## config.mk

```make
export PLATFORM = sky130hd
export DESIGN_NAME = trapezoid_membership_raster_top
export DESIGN_NICKNAME = d
export VERILOG_FILES = /design/src/design/tmr_pkg.sv /design/src/design/tmr_cfg.sv /design/src/design/tmr_front.sv /design/src/design/tmr_div.sv /design/src/design/tmr_mask.sv /design/src/design/trapezoid_membership_raster_top.sv
export VERILOG_INCLUDE_DIRS = /design/src /design/src/design
export SDC_FILE = /design/constraint.sdc
export NUM_CORES = 1
export LEC_CHECK = 0
export ABC_CLOCK_PERIOD_IN_PS = 14730
export BUFFER_PORTS_ARGS = -buffer_cell sky130_fd_sc_hd__buf_2
export CAP_MARGIN = 15
export CORE_AREA = 10 10 201 203
export CTS_CLUSTER_DIAMETER = 120
export DETAILED_ROUTE_END_ITERATION = 10
export DIE_AREA = 0 0 211 213
export GPL_TIMING_DRIVEN = 0
export PLACE_DENSITY = 0.79
export SETUP_SLACK_MARGIN = 0.4
export SLEW_MARGIN = 20
export SYNTH_ARGS = -nofsm -noshare
export SYNTH_HDL_FRONTEND = slang
export SYNTH_HIERARCHICAL = 1
export SYNTH_SLANG_ARGS = --single-unit
```

## constraint.sdc

```tcl
create_clock -name i_clk -period 14.73 [get_ports i_clk]
set_input_delay 0.7365 -clock i_clk [delete_from_list [all_inputs] [get_ports i_clk]]
set_output_delay 0.7365 -clock i_clk [all_outputs]
set_load 0.005 [all_outputs]
```

## src/design/trapezoid_membership_raster_top_defines.svh

```systemverilog
// assertion macros for the trapezoid membership raster
// used by trapezoid_membership_raster_top; define NO_ASSERTIONS to drop the checks
`ifndef TRAPEZOID_MEMBERSHIP_RASTER_TOP_DEFINES_SVH
`define TRAPEZOID_MEMBERSHIP_RASTER_TOP_DEFINES_SVH

`ifndef NO_ASSERTIONS

// check that is off while reset is held
`define TMR_ASSERT(label, clk, rst_n, prop) \
    label: assert property (@(posedge clk) disable iff (!rst_n) prop) \
        else $error("tmr assertion failed");

// check that also runs through reset
`define TMR_ASSERT_ALWAYS(label, clk, prop) \
    label: assert property (@(posedge clk) prop) \
        else $error("tmr assertion failed");

`else

`define TMR_ASSERT(label, clk, rst_n, prop)
`define TMR_ASSERT_ALWAYS(label, clk, prop)

`endif

`endif

```

## src/design/tmr_pkg.sv

```systemverilog
// shared types and constants of the trapezoid membership raster
// no dependencies; imported by every module of the block
package tmr_pkg;

    localparam int COL_W   = 8;              // column index and corner width
    localparam int ROW_W   = 6;              // row count register width
    localparam int CNT_W   = 9;              // column count register width
    localparam int MASK_W  = 32;             // column mask width
    localparam int NUM_W   = COL_W + ROW_W;  // rows times column distance
    localparam int IDX_W   = 3;              // register index width
    localparam int CFG_W   = 9;              // widest register
    localparam int FILL_W  = 1 << ROW_W;     // span of any row count

    localparam int DEF_MAX_ROWS = 32;
    localparam int MAX_COLUMNS  = 256;
    localparam int RST_ROWS     = 32;
    localparam int RST_COLUMNS  = 256;

    typedef enum logic [1:0] {
        ST_OK,
        ST_CORNER_RANGE,
        ST_UNORDERED,
        ST_COL_RANGE
    } t_status;

    typedef enum logic [IDX_W-1:0] {
        REG_CORNER_A,
        REG_CORNER_B,
        REG_CORNER_C,
        REG_CORNER_D,
        REG_ROW_COUNT,
        REG_COLUMN_COUNT
    } t_reg_idx;

    // settings as seen by the datapath
    typedef struct packed {
        logic [COL_W-1:0] a;
        logic [COL_W-1:0] b;
        logic [COL_W-1:0] c;
        logic [COL_W-1:0] d;
        logic [ROW_W-1:0] m;
        logic [CNT_W-1:0] n;
        t_status          status;
    } t_cfg;

    // item in flight between the front end, the divider and the mask stage
    typedef struct packed {
        t_status          status;
        logic             full;
        logic [NUM_W-1:0] rem;
        logic [COL_W-1:0] den;
        logic [ROW_W-1:0] q;
    } t_div_item;

endpackage

```

## src/design/tmr_cfg.sv

```systemverilog
// settings registers and the values derived from them
// depends on tmr_pkg
module tmr_cfg import tmr_pkg::*; #(
    parameter int MAX_ROWS = DEF_MAX_ROWS
) (
    input  logic             i_clk,
    input  logic             i_rst_n,
    input  logic             i_cfg_we,
    input  logic [IDX_W-1:0] i_cfg_index,
    input  logic [CFG_W-1:0] i_cfg_data,
    output t_cfg             o_cfg
);

    logic [COL_W-1:0] r_corner_a;
    logic [COL_W-1:0] r_corner_b;
    logic [COL_W-1:0] r_corner_c;
    logic [COL_W-1:0] r_corner_d;
    logic [ROW_W-1:0] r_row_count;
    logic [CNT_W-1:0] r_column_count;

    always_ff @(posedge i_clk) begin
        if (!i_rst_n) begin
            r_corner_a     <= '0;
            r_corner_b     <= '0;
            r_corner_c     <= '0;
            r_corner_d     <= '0;
            r_row_count    <= ROW_W'(RST_ROWS);
            r_column_count <= CNT_W'(RST_COLUMNS);
        end else if (i_cfg_we) begin
            case (t_reg_idx'(i_cfg_index))
                REG_CORNER_A:     r_corner_a     <= i_cfg_data[COL_W-1:0];
                REG_CORNER_B:     r_corner_b     <= i_cfg_data[COL_W-1:0];
                REG_CORNER_C:     r_corner_c     <= i_cfg_data[COL_W-1:0];
                REG_CORNER_D:     r_corner_d     <= i_cfg_data[COL_W-1:0];
                REG_ROW_COUNT:    r_row_count    <= i_cfg_data[ROW_W-1:0];
                REG_COLUMN_COUNT: r_column_count <= i_cfg_data[CNT_W-1:0];
                default: begin
                end
            endcase
        end
    end

    always_comb begin
        o_cfg.a = r_corner_a;
        o_cfg.b = r_corner_b;
        o_cfg.c = r_corner_c;
        o_cfg.d = r_corner_d;

        o_cfg.m = r_row_count;
        if ((ROW_W + 1)'(r_row_count) > (ROW_W + 1)'(MAX_ROWS)) begin
            o_cfg.m = ROW_W'(MAX_ROWS);
        end

        o_cfg.n = r_column_count;
        if (32'(r_column_count) > MAX_COLUMNS) begin
            o_cfg.n = CNT_W'(MAX_COLUMNS);
        end

        // corner range check wins over the order check
        if ({1'b0, r_corner_a} >= o_cfg.n || {1'b0, r_corner_b} >= o_cfg.n ||
            {1'b0, r_corner_c} >= o_cfg.n || {1'b0, r_corner_d} >= o_cfg.n) begin
            o_cfg.status = ST_CORNER_RANGE;
        end else if (r_corner_a > r_corner_b || r_corner_b > r_corner_c ||
                     r_corner_c > r_corner_d) begin
            o_cfg.status = ST_UNORDERED;
        end else begin
            o_cfg.status = ST_OK;
        end
    end

endmodule

```

## src/design/tmr_front.sv

```systemverilog
// front end: classifies the column against the corners, then scales the
// edge distance by the row count; two register stages, depends on tmr_pkg
module tmr_front import tmr_pkg::*; (
    input  logic             i_clk,
    input  logic             i_rst_n,
    input  t_cfg             i_cfg,
    input  logic             i_valid,
    output logic             o_ready,
    input  logic [COL_W-1:0] i_col,
    output logic             o_valid,
    input  logic             i_ready,
    output t_div_item        o_item
);

    localparam logic [COL_W-1:0] ONE = {{(COL_W-1){1'b0}}, 1'b1};

    // stage 1: region and edge distance
    logic             r1_v;
    t_status          r1_status;
    logic             r1_full;
    logic [COL_W-1:0] r1_x;
    logic [COL_W-1:0] r1_den;

    t_status          n1_status;
    logic             n1_full;
    logic [COL_W-1:0] n1_x;
    logic [COL_W-1:0] n1_den;

    // stage 2: scaled numerator
    logic             r2_v;
    t_div_item        r2_item;
    logic [NUM_W-1:0] n2_num;

    logic w_rdy1;
    logic w_rdy2;

    assign w_rdy2  = !r2_v || i_ready;
    assign w_rdy1  = !r1_v || w_rdy2;
    assign o_ready = w_rdy1;

    always_comb begin
        n1_status = i_cfg.status;
        if (i_cfg.status == ST_OK && {1'b0, i_col} >= i_cfg.n) begin
            n1_status = ST_COL_RANGE;
        end
        // outside the trapezoid: zero over one gives height zero
        n1_full = 1'b0;
        n1_x    = '0;
        n1_den  = ONE;
        if (n1_status == ST_OK && i_col >= i_cfg.a && i_col <= i_cfg.d) begin
            if (i_col < i_cfg.b) begin
                n1_x   = i_col - i_cfg.a;
                n1_den = i_cfg.b - i_cfg.a;
            end else if (i_col <= i_cfg.c) begin
                n1_full = 1'b1;
            end else begin
                n1_x   = i_cfg.d - i_col;
                n1_den = i_cfg.d - i_cfg.c;
            end
        end
    end

    always_ff @(posedge i_clk) begin
        if (!i_rst_n) begin
            r1_v <= 1'b0;
        end else if (w_rdy1) begin
            r1_v <= i_valid;
        end
    end

    always_ff @(posedge i_clk) begin
        if (w_rdy1 && i_valid) begin
            r1_status <= n1_status;
            r1_full   <= n1_full;
            r1_x      <= n1_x;
            r1_den    <= n1_den;
        end
    end

    assign n2_num = {{COL_W{1'b0}}, i_cfg.m} * {{ROW_W{1'b0}}, r1_x};

    always_ff @(posedge i_clk) begin
        if (!i_rst_n) begin
            r2_v <= 1'b0;
        end else if (w_rdy2) begin
            r2_v <= r1_v;
        end
    end

    always_ff @(posedge i_clk) begin
        if (w_rdy2 && r1_v) begin
            r2_item.status <= r1_status;
            r2_item.full   <= r1_full;
            r2_item.rem    <= n2_num;
            r2_item.den    <= r1_den;
            r2_item.q      <= '0;
        end
    end

    assign o_valid = r2_v;
    assign o_item  = r2_item;

endmodule

```

## src/design/tmr_div.sv

```systemverilog
// pipelined restoring divider, one quotient bit per register stage
// depends on tmr_pkg
module tmr_div import tmr_pkg::*; #(
    parameter int QW = 5
) (
    input  logic      i_clk,
    input  logic      i_rst_n,
    input  logic      i_valid,
    output logic      o_ready,
    input  t_div_item i_item,
    output logic      o_valid,
    input  logic      i_ready,
    output t_div_item o_item
);

    logic [QW:0] w_v;
    logic [QW:0] w_rdy;
    t_div_item   w_item [QW+1];

    assign w_v[0]    = i_valid;
    assign w_item[0] = i_item;
    assign w_rdy[QW] = i_ready;
    assign o_ready   = w_rdy[0];
    assign o_valid   = w_v[QW];
    assign o_item    = w_item[QW];

    for (genvar k = 0; k < QW; k++) begin : g_stage
        localparam int BIT = QW - 1 - k;

        logic             r_v;
        t_div_item        r_item;
        t_div_item        n_item;
        logic [NUM_W-1:0] w_dsh;

        // quotient stays below the row count, so the top bit is QW-1
        assign w_dsh = NUM_W'(w_item[k].den) << BIT;

        always_comb begin
            n_item = w_item[k];
            if (w_item[k].rem >= w_dsh) begin
                n_item.rem    = w_item[k].rem - w_dsh;
                n_item.q[BIT] = 1'b1;
            end
        end

        assign w_rdy[k] = !r_v || w_rdy[k+1];

        always_ff @(posedge i_clk) begin
            if (!i_rst_n) begin
                r_v <= 1'b0;
            end else if (w_rdy[k]) begin
                r_v <= w_v[k];
            end
        end

        always_ff @(posedge i_clk) begin
            if (w_rdy[k] && w_v[k]) begin
                r_item <= n_item;
            end
        end

        assign w_v[k+1]    = r_v;
        assign w_item[k+1] = r_item;
    end

endmodule

```

## src/design/tmr_mask.sv

```systemverilog
// turns the column height into the row mask and holds the output item
// depends on tmr_pkg
module tmr_mask import tmr_pkg::*; (
    input  logic              i_clk,
    input  logic              i_rst_n,
    input  logic [ROW_W-1:0]  i_m,
    input  logic              i_valid,
    output logic              o_ready,
    input  t_div_item         i_item,
    output logic              o_valid,
    input  logic              i_ready,
    output logic [MASK_W-1:0] o_mask,
    output t_status           o_status
);

    logic              r_v;
    logic [MASK_W-1:0] r_mask;
    t_status           r_status;

    logic [ROW_W-1:0]  w_h;
    logic [FILL_W-1:0] w_low_m;
    logic [FILL_W-1:0] w_low_e;
    logic [MASK_W-1:0] n_mask;

    assign o_ready = !r_v || i_ready;

    // rows m-h .. m-1 set: difference of two low masks
    always_comb begin
        w_h     = i_item.full ? i_m : i_item.q;
        w_low_m = (FILL_W'(1) << i_m) - FILL_W'(1);
        w_low_e = (FILL_W'(1) << (i_m - w_h)) - FILL_W'(1);
        n_mask  = '0;
        if (i_item.status == ST_OK) begin
            n_mask = MASK_W'(w_low_m ^ w_low_e);
        end
    end

    always_ff @(posedge i_clk) begin
        if (!i_rst_n) begin
            r_v <= 1'b0;
        end else if (o_ready) begin
            r_v <= i_valid;
        end
    end

    always_ff @(posedge i_clk) begin
        if (o_ready && i_valid) begin
            r_mask   <= n_mask;
            r_status <= i_item.status;
        end
    end

    assign o_valid  = r_v;
    assign o_mask   = r_mask;
    assign o_status = r_status;

endmodule

```

## src/design/trapezoid_membership_raster_top.sv

```systemverilog
// Trapezoid membership raster: each input item is a column index, and the
// result item is that column's row mask (row 0 at the top, filled from the
// bottom row m-1 upward) with a status in tuser. The block takes one item per
// clock while the output is not stalled and returns results in order. Its
// register stages, with QW = clog2(MAX_ROWS), are two front-end stages
// (classify, scale by the row count), QW divider stages that each settle one
// quotient bit of the edge slope, and the output register. The default
// MAX_ROWS is 32. Write settings only while no item is in flight.
// depends on tmr_pkg and trapezoid_membership_raster_top_defines.svh
`include "trapezoid_membership_raster_top_defines.svh"

module trapezoid_membership_raster_top import tmr_pkg::*; #(
    parameter int MAX_ROWS = DEF_MAX_ROWS
) (
    input  logic             i_clk,
    input  logic             i_rst_n,
    input  logic             i_cfg_we,
    input  logic [IDX_W-1:0] i_cfg_index,
    input  logic [CFG_W-1:0] i_cfg_data,
    input  logic             i_s_axis_tvalid,
    output logic             o_s_axis_tready,
    input  logic [7:0]       i_s_axis_tdata,   // [7:0] column_index
    output logic             o_m_axis_tvalid,
    input  logic             i_m_axis_tready,
    output logic [31:0]      o_m_axis_tdata,   // [31:0] column_mask
    output logic [1:0]       o_m_axis_tuser    // [1:0] status
);

    localparam int QW = (MAX_ROWS > 1) ? $clog2(MAX_ROWS) : 1;

    t_cfg      w_cfg;
    logic      w_fe_valid;
    logic      w_fe_ready;
    t_div_item w_fe_item;
    logic      w_dv_valid;
    logic      w_dv_ready;
    t_div_item w_dv_item;
    t_status   w_status;

    tmr_cfg #(
        .MAX_ROWS (MAX_ROWS)
    ) u_cfg (
        .i_clk       (i_clk),
        .i_rst_n     (i_rst_n),
        .i_cfg_we    (i_cfg_we),
        .i_cfg_index (i_cfg_index),
        .i_cfg_data  (i_cfg_data),
        .o_cfg       (w_cfg)
    );

    tmr_front u_front (
        .i_clk   (i_clk),
        .i_rst_n (i_rst_n),
        .i_cfg   (w_cfg),
        .i_valid (i_s_axis_tvalid),
        .o_ready (o_s_axis_tready),
        .i_col   (i_s_axis_tdata[COL_W-1:0]),
        .o_valid (w_fe_valid),
        .i_ready (w_fe_ready),
        .o_item  (w_fe_item)
    );

    tmr_div #(
        .QW (QW)
    ) u_div (
        .i_clk   (i_clk),
        .i_rst_n (i_rst_n),
        .i_valid (w_fe_valid),
        .o_ready (w_fe_ready),
        .i_item  (w_fe_item),
        .o_valid (w_dv_valid),
        .i_ready (w_dv_ready),
        .o_item  (w_dv_item)
    );

    tmr_mask u_mask (
        .i_clk    (i_clk),
        .i_rst_n  (i_rst_n),
        .i_m      (w_cfg.m),
        .i_valid  (w_dv_valid),
        .o_ready  (w_dv_ready),
        .i_item   (w_dv_item),
        .o_valid  (o_m_axis_tvalid),
        .i_ready  (i_m_axis_tready),
        .o_mask   (o_m_axis_tdata),
        .o_status (w_status)
    );

    assign o_m_axis_tuser = w_status;

    // an error status never carries mask bits
    `TMR_ASSERT(a_err_mask_zero, i_clk, i_rst_n, (o_m_axis_tvalid && o_m_axis_tuser != ST_OK) |-> (o_m_axis_tdata == '0))

    // no row at or below the row count is ever set
    `TMR_ASSERT(a_rows_in_range, i_clk, i_rst_n, o_m_axis_tvalid |-> ((FILL_W'(o_m_axis_tdata) >> w_cfg.m) == '0))

    // with the output empty every stage can move, so input is taken
    `TMR_ASSERT(a_ready_when_empty, i_clk, i_rst_n, !o_m_axis_tvalid |-> o_s_axis_tready)

    // reset empties the output
    `TMR_ASSERT_ALWAYS(a_reset_clears, i_clk, !i_rst_n |=> !o_m_axis_tvalid)

endmodule

```

==> out/summary.md <==
• 29 — number of buffers created by CTS
• no — RSZ-0062 raised after global routing
• 43.6% — ratio of final minimum period to clock period
• 2265 — # nets final
• 3077 — filler instances
• 0 — Max-cap violations
• 57.1% — fraction of the core area covered by cells at the end of the flow
• 0 — buffers inserted during post-CTS setup optimization
• 266 — CTS Sinks
• 20.1% — all-layer global routing usage
• 35 — pin count of the biggest net entering global routing
• 0 — Final Hold Violating Endpoints
• complete, no violations — outcome
• 0 — initial antenna violation count
• sky130_fd_sc_hd__clkbuf_1 — crit-path most repeated cell
• 1.09 ns — actual slew at the worst max-slew pin
• 11 — worst-path fanout max
• 6 — synth warn
• 0.0194 ns — setup clock skew after layout
• 0 — Antenna diodes
• 5.83 — via-per-instance ratio
• 9.73 um2 — Synth Area per Inst
• sky130_fd_sc_hd__nor4_1 — Crit-path slowest cell
• 0 — final slew viol count
• nor2b_1, clkbuf_1, clkbuf_1, mux2i_1, inv_1, fa_1, clkbuf_1, nor2b_1, a22oi_1, nand2_1, a211oi_1, o22ai_1, nor4_1, a31oi_1, a21oi_1, mux2i_1 — critical path cell sequence
• 14700 — detailed-route via count
• 18.4 um — final routed wire length divided by cell count
• flop — kind of end point of the critical path
• 8.18 nW — leakage power figure
• 0.0187 mm2 — post-synthesis cell area
• 0.59 ns — Clock Latency Late Sink
• 10.7% — area growth from synthesis to layout
• 0 — cts repair resizes
• 4 — WP buf/inv
• 0 — aggregate global routing overflow
• flop — kind of start point of the critical path
• 0.0867 mV — peak ir drop on the vdd network
• 15.06 ns — required time reported for the critical path endpoint
• 9.88% — share of post-route cells with drive strength above 1
• 3 — largest buffer count on any clock path
• 214 x sky130_fd_sc_hd__nand2_1, 211 x sky130_fd_sc_hd__edfxtp_1, 185 x sky130_fd_sc_hd__inv_1, 182 x sky130_fd_sc_hd__ha_1, 123 x sky130_fd_sc_hd__nor2_1 — most used cells in the layout excluding fill and tap cells
• done — CTS tree
• 0.0449 mm2 — die area
• 60 — total of buffers placed on input and output ports
• 1 — CTS H-tree depth
• 14400 — vias in the first global route
• 0 — antenna-violating nets left
• 0 ns — setup TNS
• 0 — Hold Buf Count CTS
• 213 um — die height
• 6.43 ns — Final Critical Period
• 211 um — chip width
• 6.76 ns — CP Data Arrival Time
• 51.5% — initial cell density of the core
• reg -> reg — WS Path Type
• 26.7% — worst slew margin relative to its limit
• sky130_fd_sc_hd__nand2_1 — leading cell type in the layout, fill and taps excluded
• 976 — Iteration-0 DRC Markers
• 83.2 mW/mm2 — PwrDens
• 70 — total number of placement rows
• 1921 — synthesized instance count
• 5 — Pre-antenna DRT Iters
• 74.1 mm — wire length of the first global-routing pass
• simple AND/OR/NAND/NOR gates — Top delay family on crit path
• 46.2 mm — Routed WL
• 0 — count of endpoints failing setup in the final report
• 0.965 — final estimated routing congestion in global placement
• sky130_fd_sc_hd__clkbuf_16 — library cell used as clock root buffer
• 0.156 GHz — top achievable clock speed
• 35.6 mm — placed wire-length estimate
• 0.07 ns — clock-pin slew reported for the worst setup and hold paths after clock tree synthesis
• 0.91 ns — critical path's largest stage delay
• 61 — count of pins on the block boundary
• in -> reg — classification of the worst-slack hold path
• 0.0363 mm2 — Placeable Area
• 0 — DRC violation count after routing
==> routing by layer <==
layer | track usage [%] | share of wire, %
met3 | 2.70 | 5.9
met4 | 6.04 | 2.6
met1 | 24.9 | 42
met2 | 35.8 | 50
met5 | 0 | 0
==> power by group <==
group	leakage [nW]	internal, mW	total (mW)	switching (mW)
clock network	0.461	0.399	0.709	0.310
logic	5.35	0.0745	0.177	0.103
registers	2.37	0.823	0.835	0.0120
==> worst min-delay path: cells and delay by family <==
kind                   cells  cell delay [ns]
AND/OR/NAND/NOR            2             0.11
buffers and inverters      1             0.08
==> flip-flops by register name (all words and copies together), names as in the netlist, 4 cells and up <==
signal,count
u_cfg/r_row_count,6
u_cfg/r_column_count,9
u_cfg/r_corner_d,8
u_front/o_item,25
u_div/g_stage.r_v,4
u_cfg/r_corner_c,8
u_front/r1_den,8
u_div/g_stage.r_item,124
u_div/o_item,9
u_cfg/r_corner_b,8
u_cfg/r_corner_a,8
u_mask/o_mask,32
u_front/r1_x,8
==> cell type report <==
class	count	area (um2)	share of cell area [%]
timing repair buffer	65	408	1.97
clock buffer	31	733	3.54
sequential	266	7440	35.9
tap	468	586	2.83
clock inverter	22	191	0.925
inverter	185	694	3.36
multi-input combinational	1415	10400	50.0
buffer	60	290	1.40
==> final timing paths <==
| kind | depth (start not counted) | startpoint | to | slack [ns] |
|---|---|---|---|---|
| worst min register to register | 0 | u_front/r1_full$_SDFFCE_PP0P_ | u_front/o_item[28]$_DFFE_PP_ | 0.41 |
| worst max register to register | 16 | u_cfg/r_row_count[5]$_SDFFE_PN1P_ | u_mask/o_mask[31]$_SDFFCE_PP0P_ | 8.30 |
| worst min-delay path | 3 | i_cfg_data[8] | u_cfg/r_column_count[8]$_SDFFE_PN1P_ | 0.38 |
| worst max-delay path | 16 | u_cfg/r_row_count[5]$_SDFFE_PN1P_ | u_mask/o_mask[31]$_SDFFCE_PP0P_ | 8.30 |
==> per-stage QoR <==
| stage | instances | instance area, um2 | setup slack (ns) | hold slack, ns | power, mW |
|---|---|---|---|---|---|
| 6_report | 2512 | 20700 | 8.30 | 0.378 | 1.72 |
| 5_1_grt | 2512 | 20700 | 7.91 | 0.366 | 1.78 |
| 4_1_cts | 2512 | 20700 | 8.40 | 0.363 | 1.73 |
| 3_5_place_dp | 2459 | 19800 | 8.43 | 0.405 | 1.02 |
| 3_3_place_gp | 2454 | 19600 | 8.12 | 0.401 | 1.01 |
| 2_1_floorplan | 1926 | 18700 | 9.91 | 0.400 | 0.974 |
No activity file was read; power rests on OpenSTA's default activity.
